==> config.mk <==
export PLATFORM = sky130hd
export DESIGN_NAME = continued_fraction_natural_log_core
export DESIGN_NICKNAME = d
export VERILOG_FILES = /design/src/rtl/cfln_pkg.sv /design/src/rtl/cfln_div.sv /design/src/rtl/continued_fraction_natural_log_core.sv
export SDC_FILE = /design/constraint.sdc
export NUM_CORES = 2
export LEC_CHECK = 0
export ABC_AREA = 0
export BUFFER_PORTS_ARGS = -buffer_cell sky130_fd_sc_hd__buf_2
export CAP_MARGIN = 10
export CORE_AREA = 2 2 289 291
export CTS_CLUSTER_DIAMETER = 40
export DETAILED_ROUTE_END_ITERATION = 16
export DIE_AREA = 0 0 291 293
export PLACE_DENSITY = 0.71
export REMOVE_ABC_BUFFERS = 1
export SLEW_MARGIN = 20
export SYNTH_ARGS = -nofsm -noshare
export SYNTH_HDL_FRONTEND = slang
export SYNTH_HIERARCHICAL = 1
export SYNTH_SLANG_ARGS = --single-unit
==> constraint.sdc <==
create_clock -name clk -period 13.5 [get_ports clk]
set_input_delay 2.7 -clock clk [delete_from_list [all_inputs] [get_ports clk]]
set_output_delay 2.7 -clock clk [all_outputs]
set_load 0.1 [all_outputs]
==> src/rtl/cfln_pkg.sv <==
`timescale 1ns / 1ps
// ----------------------------------------------------------------------------
// cfln_pkg - shared constants and types
// Widths, limits and status codes for the continued fraction log core.
// ----------------------------------------------------------------------------
package cfln_pkg;

	localparam int XW        = 32;
	localparam int LW        = 32;
	localparam int TW        = 7;
	localparam int FRAC_BITS = 30;
	localparam int MAX_TERMS = 64;
	localparam int CFW       = 43;  // signed cf, |cf| <= 2^40, magnitude 41 bits
	localparam int MW        = 72;  // numerator magnitude width (a*z2 < 2^12*2^31)
	localparam int DW        = 44;  // denominator magnitude width
	localparam int QW        = 41;  // quotient magnitude width
	localparam int QSTEPS    = QW;  // equal to QW; not used by the divider

	localparam logic [TW-1:0] TERM_RESET = TW'(8);
	localparam logic [QW-1:0] CF_LIMIT   = QW'(1) << 40;

	typedef enum logic [1:0] {
		ST_VALID = 2'd0,
		ST_ZERO  = 2'd1,
		ST_NEG   = 2'd2
	} status_t;

	typedef struct packed {
		logic          start;
		logic [MW-1:0] num;
		logic          num_neg;
		logic [DW-1:0] den;
		logic          den_neg;
		logic          shift;
	} div_req_t;

	typedef struct packed {
		logic           done;
		logic [QW-1:0]  qmag;
		logic           neg;
	} div_rsp_t;

endpackage

==> src/rtl/cfln_div.sv <==
`timescale 1ns / 1ps
// ----------------------------------------------------------------------------
// cfln_div - bit-serial fractional divider
// Restoring divide, one quotient bit per cycle; q = n*2^30/d (or n/d when
// shift is clear), truncated, saturated to 2^40, signs applied by caller.
// ----------------------------------------------------------------------------
module cfln_div (
	input  logic                clk,
	input  logic                arst_n,
	input  cfln_pkg::div_req_t  req,
	output cfln_pkg::div_rsp_t  rsp
);

	localparam int RW  = cfln_pkg::DW + 1;
	localparam int NSW = cfln_pkg::MW + cfln_pkg::FRAC_BITS;
	localparam int CW  = $clog2(NSW + 1);

	logic [NSW-1:0]           n_q;
	logic [RW-1:0]            r_q;
	logic [cfln_pkg::DW-1:0]  d_q;
	logic [cfln_pkg::QW:0]    q_q;
	logic [CW-1:0]            cnt_q;
	logic                     busy_q, neg_q, done_q, zero_q, sat_q;

	logic [RW-1:0] r_sh, r_sub;
	logic          ge;

	always_comb begin
		r_sh  = {r_q[RW-2:0], n_q[NSW-1]};
		ge    = r_sh >= RW'(d_q);
		r_sub = ge ? r_sh - RW'(d_q) : r_sh;
	end

	always_ff @(posedge clk or negedge arst_n) begin
		if (!arst_n) begin
			busy_q <= 1'b0;
			done_q <= 1'b0;
			cnt_q  <= '0;
		end else begin
			done_q <= 1'b0;
			if (req.start) begin
				busy_q <= 1'b1;
				cnt_q  <= CW'(NSW);
			end else if (busy_q) begin
				if (cnt_q == CW'(1)) begin
					busy_q <= 1'b0;
					done_q <= 1'b1;
				end
				cnt_q <= cnt_q - CW'(1);
			end
		end
	end

	always_ff @(posedge clk) begin
		if (req.start) begin
			n_q    <= req.shift ? {req.num, {cfln_pkg::FRAC_BITS{1'b0}}}
				: NSW'(req.num);
			d_q    <= req.den;
			r_q    <= '0;
			q_q    <= '0;
			sat_q  <= 1'b0;
			zero_q <= (req.num == '0);
			neg_q  <= (req.den == '0) ? req.num_neg : (req.num_neg ^ req.den_neg);
		end else if (busy_q) begin
			n_q <= {n_q[NSW-2:0], 1'b0};
			r_q <= r_sub;
			q_q <= {q_q[cfln_pkg::QW-1:0], ge};
			if (q_q[cfln_pkg::QW]) sat_q <= 1'b1;
		end
	end

	logic over;
	assign over = sat_q || q_q[cfln_pkg::QW] || (d_q == '0)
		|| (q_q[cfln_pkg::QW-1:0] > cfln_pkg::CF_LIMIT);

	assign rsp.done = done_q;
	assign rsp.qmag = zero_q ? '0 : (over ? cfln_pkg::CF_LIMIT : q_q[cfln_pkg::QW-1:0]);
	assign rsp.neg  = neg_q && !zero_q;

	a_done_after_busy: assert property (@(posedge clk) disable iff (!arst_n)
		done_q |-> $past(busy_q)) else $error("done without busy");
	a_no_restart: assert property (@(posedge clk) disable iff (!arst_n)
		busy_q && cnt_q > CW'(1) |=> busy_q) else $error("divider dropped busy");
	a_cnt_idle: assert property (@(posedge clk) disable iff (!arst_n)
		!busy_q && !req.start |=> !busy_q) else $error("spurious busy");

endmodule

==> src/rtl/continued_fraction_natural_log_core.sv <==
`timescale 1ns / 1ps
// ----------------------------------------------------------------------------
// continued_fraction_natural_log_core - ln(x) by truncated continued fraction
// Q16.16 in, Q7.24 out with status; one operand in flight at a time.
// ----------------------------------------------------------------------------
// One operand is processed at a time. Zero or negative operands skip the
// divider and go straight to S_DONE. Otherwise, with n being term_count
// clipped to 64, the shared bit-serial divider first computes z, then a
// shift-add forms z^2 one bit of zm at a time; each term k > 1 takes a
// shift-add a*z^2 over the 12 bits of a and a divide, and the last term a
// divide only (for n = 0 no term is computed). After the result is loaded
// the core passes through S_OUT back to S_IDLE, where the next operand is
// accepted. The result register frees the input side as soon as the
// result is loaded; a finished operand waits in place only while the
// previous result is unread.
module continued_fraction_natural_log_core (
	input  logic                              clk,
	input  logic                              arst_n,
	input  logic                              cfg_valid,
	output logic                              cfg_ready,
	input  logic [cfln_pkg::TW-1:0]           cfg_data,
	input  logic                              in_valid,
	output logic                              in_ready,
	input  logic signed [cfln_pkg::XW-1:0]    x_value,
	output logic                              out_valid,
	input  logic                              out_ready,
	output logic signed [cfln_pkg::LW-1:0]    log_value,
	output logic [1:0]                        status
);

	typedef enum logic [7:0] {
		S_IDLE = 8'b0000_0001,
		S_ZDIV = 8'b0000_0010,
		S_Z2   = 8'b0000_0100,
		S_MUL  = 8'b0000_1000,
		S_TDIV = 8'b0001_0000,
		S_TWAIT= 8'b0010_0000,
		S_DONE = 8'b0100_0000,
		S_OUT  = 8'b1000_0000
	} state_t;

	localparam int KW = cfln_pkg::TW;
	localparam int ZW = 31;
	localparam int AW = 12;

	state_t                     state_q;
	logic [cfln_pkg::TW-1:0]    term_q;
	logic [KW-1:0]              k_q;
	logic [ZW-1:0]              zm_q;
	logic                       zneg_q;
	logic [ZW:0]                z2_q;
	logic [cfln_pkg::QW-1:0]    cfm_q;
	logic                       cfneg_q;
	logic [cfln_pkg::MW-1:0]    prod_q;
	logic [AW-1:0]              a_q;
	logic [3:0]                 mcnt_q;
	logic [61:0]                zz_q;
	logic [5:0]                 zcnt_q;
	logic                       res_valid_q;
	logic [cfln_pkg::LW-1:0]    res_q;
	logic [1:0]                 stat_q;
	logic [1:0]                 ostat_q;
	logic                       res_load;

	cfln_pkg::div_req_t req;
	cfln_pkg::div_rsp_t rsp;

	cfln_div u_div (.clk(clk), .arst_n(arst_n), .req(req), .rsp(rsp));

	assign cfg_ready = (state_q == S_IDLE) && !res_valid_q;
	assign in_ready  = (state_q == S_IDLE);
	assign out_valid = res_valid_q;
	assign log_value = res_q;
	assign status    = ostat_q;
	assign res_load  = (state_q == S_DONE) && (!res_valid_q || out_ready);

	logic [KW-1:0] n_clip;
	assign n_clip = (cfg_data > KW'(cfln_pkg::MAX_TERMS)) ? KW'(cfln_pkg::MAX_TERMS) : '0;

	// signed denominator: b*2^30 - cf (k>1) or 2^30 - cf (k=1)
	logic [KW:0]                     b_val;
	logic signed [cfln_pkg::DW:0]    den_s;
	logic signed [cfln_pkg::DW:0]    cf_s;
	always_comb begin
		b_val = (k_q == KW'(1)) ? (KW+1)'(1) : {k_q, 1'b0} - (KW+1)'(1);
		cf_s  = cfneg_q ? -$signed({4'b0, cfm_q}) : $signed({4'b0, cfm_q});
		den_s = $signed((cfln_pkg::DW+1)'({b_val, {cfln_pkg::FRAC_BITS{1'b0}}})) - cf_s;
	end

	logic [cfln_pkg::XW:0] xnum_m;
	assign xnum_m = (x_value >= 32'sd65536) ? 33'(x_value) - 33'd65536
		: 33'd65536 - 33'(x_value);

	always_comb begin
		req = '0;
		unique case (state_q)
			S_IDLE: begin
				req.start   = in_valid && in_ready && x_value > 0;
				req.num     = cfln_pkg::MW'(xnum_m);
				req.den     = cfln_pkg::DW'(33'(x_value) + 33'd65536);
				req.shift   = 1'b1;
			end
			S_TDIV: begin
				req.start   = 1'b1;
				req.num     = (k_q == KW'(1)) ? cfln_pkg::MW'({zm_q, 1'b0}) : prod_q;
				req.num_neg = (k_q == KW'(1)) && zneg_q;
				req.den     = den_s[cfln_pkg::DW] ? cfln_pkg::DW'(-den_s)
					: cfln_pkg::DW'(den_s);
				req.den_neg = den_s[cfln_pkg::DW];
				req.shift   = 1'b1;
			end
			default: ;
		endcase
	end

	// rounding of cf to Q24
	logic [cfln_pkg::QW-1:0] rnd;
	logic [cfln_pkg::LW-1:0] res_fin;
	always_comb begin
		rnd = (cfm_q + cfln_pkg::QW'(32)) >> 6;
		if (cfneg_q)
			res_fin = (rnd > cfln_pkg::QW'(33'h80000000)) ? 32'h80000000
				: 32'(-rnd);
		else
			res_fin = (rnd > cfln_pkg::QW'(32'h7FFFFFFF)) ? 32'h7FFFFFFF : 32'(rnd);
	end

	always_ff @(posedge clk or negedge arst_n) begin
		if (!arst_n) begin
			state_q     <= S_IDLE;
			term_q      <= cfln_pkg::TERM_RESET;
			res_valid_q <= 1'b0;
		end else begin
			if (cfg_valid && cfg_ready) term_q <= cfg_data;
			if (res_load) res_valid_q <= 1'b1;
			else if (out_valid && out_ready) res_valid_q <= 1'b0;
			unique case (state_q)
				S_IDLE: if (in_valid && in_ready) begin
					if (x_value > 0) state_q <= S_ZDIV;
					else state_q <= S_DONE;
				end
				S_ZDIV: if (rsp.done) state_q <= S_Z2;
				S_Z2: if (zcnt_q == 6'd0) begin
					state_q <= (k_q == '0) ? S_DONE
						: (k_q == KW'(1)) ? S_TDIV : S_MUL;
				end
				S_MUL: if (mcnt_q == 4'd0) state_q <= S_TDIV;
				S_TDIV: state_q <= S_TWAIT;
				S_TWAIT: if (rsp.done) begin
					if (k_q == KW'(1)) state_q <= S_DONE;
					else state_q <= (k_q == KW'(2)) ? S_TDIV : S_MUL;
				end
				S_DONE: if (res_load) state_q <= S_OUT;
				S_OUT: state_q <= S_IDLE;
				default: state_q <= S_IDLE;
			endcase
		end
	end

	logic [KW-1:0] km1;
	assign km1 = k_q - KW'(1);

	always_ff @(posedge clk) begin
		unique case (state_q)
			S_IDLE: if (in_valid && in_ready) begin
				stat_q  <= (x_value == 0) ? cfln_pkg::ST_ZERO
					: (x_value < 0) ? cfln_pkg::ST_NEG : cfln_pkg::ST_VALID;
				zneg_q  <= x_value < 32'sd65536;
				k_q     <= (term_q > KW'(cfln_pkg::MAX_TERMS)) ? n_clip | KW'(cfln_pkg::MAX_TERMS)
					: term_q;
				cfm_q   <= '0;
				cfneg_q <= 1'b0;
			end
			S_ZDIV: if (rsp.done) begin
				zm_q   <= ZW'(rsp.qmag);
				zz_q   <= '0;
				zcnt_q <= 6'd31;
				a_q    <= '0;
			end
			S_Z2: begin
				// shift-add square, one bit of zm per cycle (MSB first)
				if (zcnt_q != 6'd0) begin
					zz_q   <= (zz_q << 1) + (zm_q[zcnt_q[4:0] - 5'd1] ? 62'(zm_q) : 62'd0);
					zcnt_q <= zcnt_q - 6'd1;
				end else begin
					z2_q   <= (ZW+1)'(zz_q >> cfln_pkg::FRAC_BITS);
					a_q    <= AW'(km1) * AW'(km1);
					prod_q <= '0;
					mcnt_q <= 4'd12;
				end
			end
			S_MUL: begin
				if (mcnt_q != 4'd0) begin
					prod_q <= (prod_q << 1)
						+ (a_q[mcnt_q - 4'd1] ? cfln_pkg::MW'(z2_q) : '0);
					mcnt_q <= mcnt_q - 4'd1;
				end
			end
			S_TWAIT: if (rsp.done) begin
				cfm_q   <= rsp.qmag;
				cfneg_q <= rsp.neg;
				k_q     <= km1;
				a_q     <= AW'(km1 - KW'(1)) * AW'(km1 - KW'(1));
				prod_q  <= '0;
				mcnt_q  <= 4'd12;
			end
			S_DONE: if (res_load) begin
				// cf stays zero for zero and negative operands
				res_q   <= res_fin;
				ostat_q <= stat_q;
			end
			default: ;
		endcase
	end

	a_out_hold: assert property (@(posedge clk) disable iff (!arst_n)
		out_valid && !out_ready |=> out_valid && $stable(res_q)) else $error("result lost");
	a_busy_no_in: assert property (@(posedge clk) disable iff (!arst_n)
		state_q != S_IDLE |-> !in_ready) else $error("accept while busy");
	a_cfg_idle: assert property (@(posedge clk) disable iff (!arst_n)
		cfg_ready |-> state_q == S_IDLE) else $error("config while busy");

endmodule

==> run metrics <==
outcome finished clean; Worst Setup SP k_q[0]; row cnt about 110; Clock Path Buffers 3; Pre-Repair DR Iteration Count 6; post-CTS setup buffers 0; drt drc 0; Slew Limit Fails 0; crit end category register; EDFF count, synth about 450; Top FF cell, synth edfxtp_1; clock sink count 564; hold slack 0.427 ns; Die Area 85300 sq um; CP arrival 8.19 ns; Max Freq approximately 130 MHz; fillers 7213; period utilisation layout between 50% and 60%; CTS Hold Bufs 0; Slew headroom between 20% and 30%; Startpoint Class register; Crit path top cell by count inv_1; Area growth syn-to-layout 11.0%; final WL 113000 um; nets@finish ~4700; register area share after synthesis 39.1%; Max FO, Critical Path 20; Die Y roughly 290 um; commonest non-fill, non-tap cell in the layout edfxtp_1; initial drt markers 3316; clock skew 0.0280 ns; core area between 80000 and 90000 sq um; Synth Area per Inst slightly above 9 sq um; CP Buf/Inv Count 4; Die W 291 um; WP data required 13.87 ns; Hold Violations, Final 0; Top Family by Delay on Critical Path adder cells; DR vias/cell 6.03; register area roughly 16000 sq um; gpl congestion 0.976; per-cell routed wire length 20.2 um; Cell variety after synth 114; Multi-input gate area 22900 sq um; clk_lat worst skew 0.66 ns; unrepaired setup endpoints after global routing false; vias post-DR between 30000 and 40000; initial antenna violation count 2; first-pass GRT wire length 177000 um; mapped cell area 40700 sq um; WS Path Type reg2reg; Port Buffers 80; Tot GR Track Use 25.9%; total CTS buffers 91; Max H-tree Level 3; CTS tree done; Synthesis Warnings 6; CP max stage delay 0.89 ns; layout cell share with drive strength beyond 1 9.04%; I/O pins 81; minimum clock period 7.83 ns; vias in the first global route 31400; hold path startpoint zz_q[61]; clk slew on worst S/H paths 0.06 ns; crit-path cells inv_1 > ha_1 > xnor2_1 > inv_1 > nor4_1 > xor2_1 > nor2_1 > ha_1 > fa_1 > inv_1 > fa_1 > fa_1 > inv_1 > ha_1 > a21oi_1 > o21bai_1 > a21oi_1 > o21bai_1 > a21oi_1 > xnor2_1 > o22ai_1; # resized after CTS 0; Clock Tree Root clkbuf_16; FF+latch count, synth about 560; setup TNS 0 ns; MaxCap Viol Count 0; Worst-Margin Slew between 1 and 1.5 ns; cells after synthesis 4458; Initial Util 49.8%; Tightest Hold Check Type reg2reg; Critical-path top delay cell xnor2_1; post-route ant nets 0; Overflow after GRT 0; endpoints failing setup 0; dpl hpwl approximately 82000 um; Async SR Flop Fraction under 10%; largest net degree at the start of global routing 98; most frequent cells in the layout 452 x edfxtp_1, 440 x nor2_1, 371 x nand2_1; Reg-to-Reg Start k_q[0]
cell type report:
class / count / share of cell area [%]
Inverter: 262 / 2.18
Timing Repair Buffer: 116 / 1.51
Clock inverter: 73 / 2.19
Multi-Input combinational cell: 3379 / 50.6
Clock buffer: 99 / 5.22
Sequential cell: 564 / 35.3
Antenna cell: 5 / 0.0277
Tap cell: 1070 / 2.96
registers in the layout, indices dropped and copies added (netlist names), 31 cells and up:
name and cells:
log_value 32, cfm_q 41, u_div/r_q 44, zz_q 62, u_div/q_q 42, z2_q 32
zm_q 31, prod_q 72, u_div/n_q 102, u_div/d_q 44
worst paths after layout:
path / endpoint / slack, ns / cells after the start
setup / recovery: a_q[11] / 5.67 / 21
hold / removal: z2_q[31] / 0.43 / 0
setup reg to reg: a_q[11] / 5.67 / 21
hold reg to reg: z2_q[31] / 0.43 / 0
max in group asynchronous: u_div/busy_q / 10.94 / 1
min in group asynchronous: term_q[1] / 2.07 / 1
layer usage:
metal	track usage, %	wire [um]	vias up
met3	4.92	8920	231
met1	36.3	49700	16100
li1	-	-	16000
met2	40.4	50700	1328
met5	0	10	-
met4	8.02	3330	2
Yosys cell counts (11+ instances only):
| library cell | number | area [sq um] |
|---|---|---|
| nor2b_1 | 30 | 188 |
| o31ai_1 | 35 | 263 |
| o21bai_1 | 25 | 188 |
| o21a_1 | 14 | 105 |
| o211ai_1 | 16 | 120 |
| fa_1 | 46 | 921 |
| or3_1 | 32 | 200 |
| nor4b_1 | 11 | 96.3 |
| nor2_1 | 441 | 1660 |
| o21ai_1 | 15 | 75.1 |
| ha_1 | 169 | 2110 |
| buf_2 | 33 | 165 |
| a31oi_1 | 39 | 244 |
| edfxtp_1 | 452 | 13600 |
| or2_2 | 17 | 106 |
| and3_1 | 62 | 388 |
| a31o_2 | 11 | 96.3 |
| clkbuf_1 | 191 | 717 |
| inv_1 | 260 | 976 |
| and2_1 | 203 | 1270 |
| buf_1 | 22 | 82.6 |
| mux4_2 | 11 | 248 |
| o21ai_0 | 226 | 1130 |
| o22ai_1 | 61 | 382 |
| a22oi_1 | 24 | 180 |
| nor3b_1 | 20 | 150 |
| nand2_1 | 373 | 1400 |
| nor4_1 | 86 | 538 |
| nand2b_1 | 29 | 181 |
| and4_1 | 21 | 184 |
| or4_1 | 11 | 82.6 |
| nand3_1 | 95 | 475 |
| xnor2_1 | 221 | 1940 |
| a21o_1 | 80 | 601 |
| mux2i_1 | 127 | 1270 |
| nand4_1 | 74 | 463 |
| nand3b_1 | 19 | 143 |
| a211oi_1 | 24 | 180 |
| xor2_1 | 157 | 1380 |
| a311oi_1 | 30 | 263 |
| mux2_2 | 12 | 135 |
| dfxtp_1 | 87 | 1740 |
| nor3_1 | 98 | 490 |
| a21oi_1 | 255 | 1280 |
| dfrtp_1 | 23 | 576 |
per-stage QoR:
| step | setup WS, ns | cell area (sq um) | utilization (%) | std cells |
|---|---|---|---|---|
| floorplan | 1.77 | 39700 | - | 4205 |
| global placement | 5.79 | 41800 | 51.1 | 5390 |
| detailed placement | 5.68 | 41800 | 51.1 | 5390 |
| CTS | 5.64 | 45100 | 55.2 | 5562 |
| global route | 4.99 | 45200 | 55.2 | 5563 |
| finish | 5.67 | 45200 | 55.2 | 5568 |
logic make-up (layout without fill, tap and decap cells):
family	count (synthesis)	after routing	share of synthesized area (%)
xor+xnor	378	378	8.13
compound gates	960	960	15.2
fa+ha+maj	215	215	7.45
buf+inv	520	550	5.04
other cells	1	11	0.00921
simple gates	1669	1669	20.9
mux	151	151	4.10
flops	564	564	39.1
Power is not shown: default switching activity piles up to over one toggle a cycle in this logic, so the estimate is an artifact.
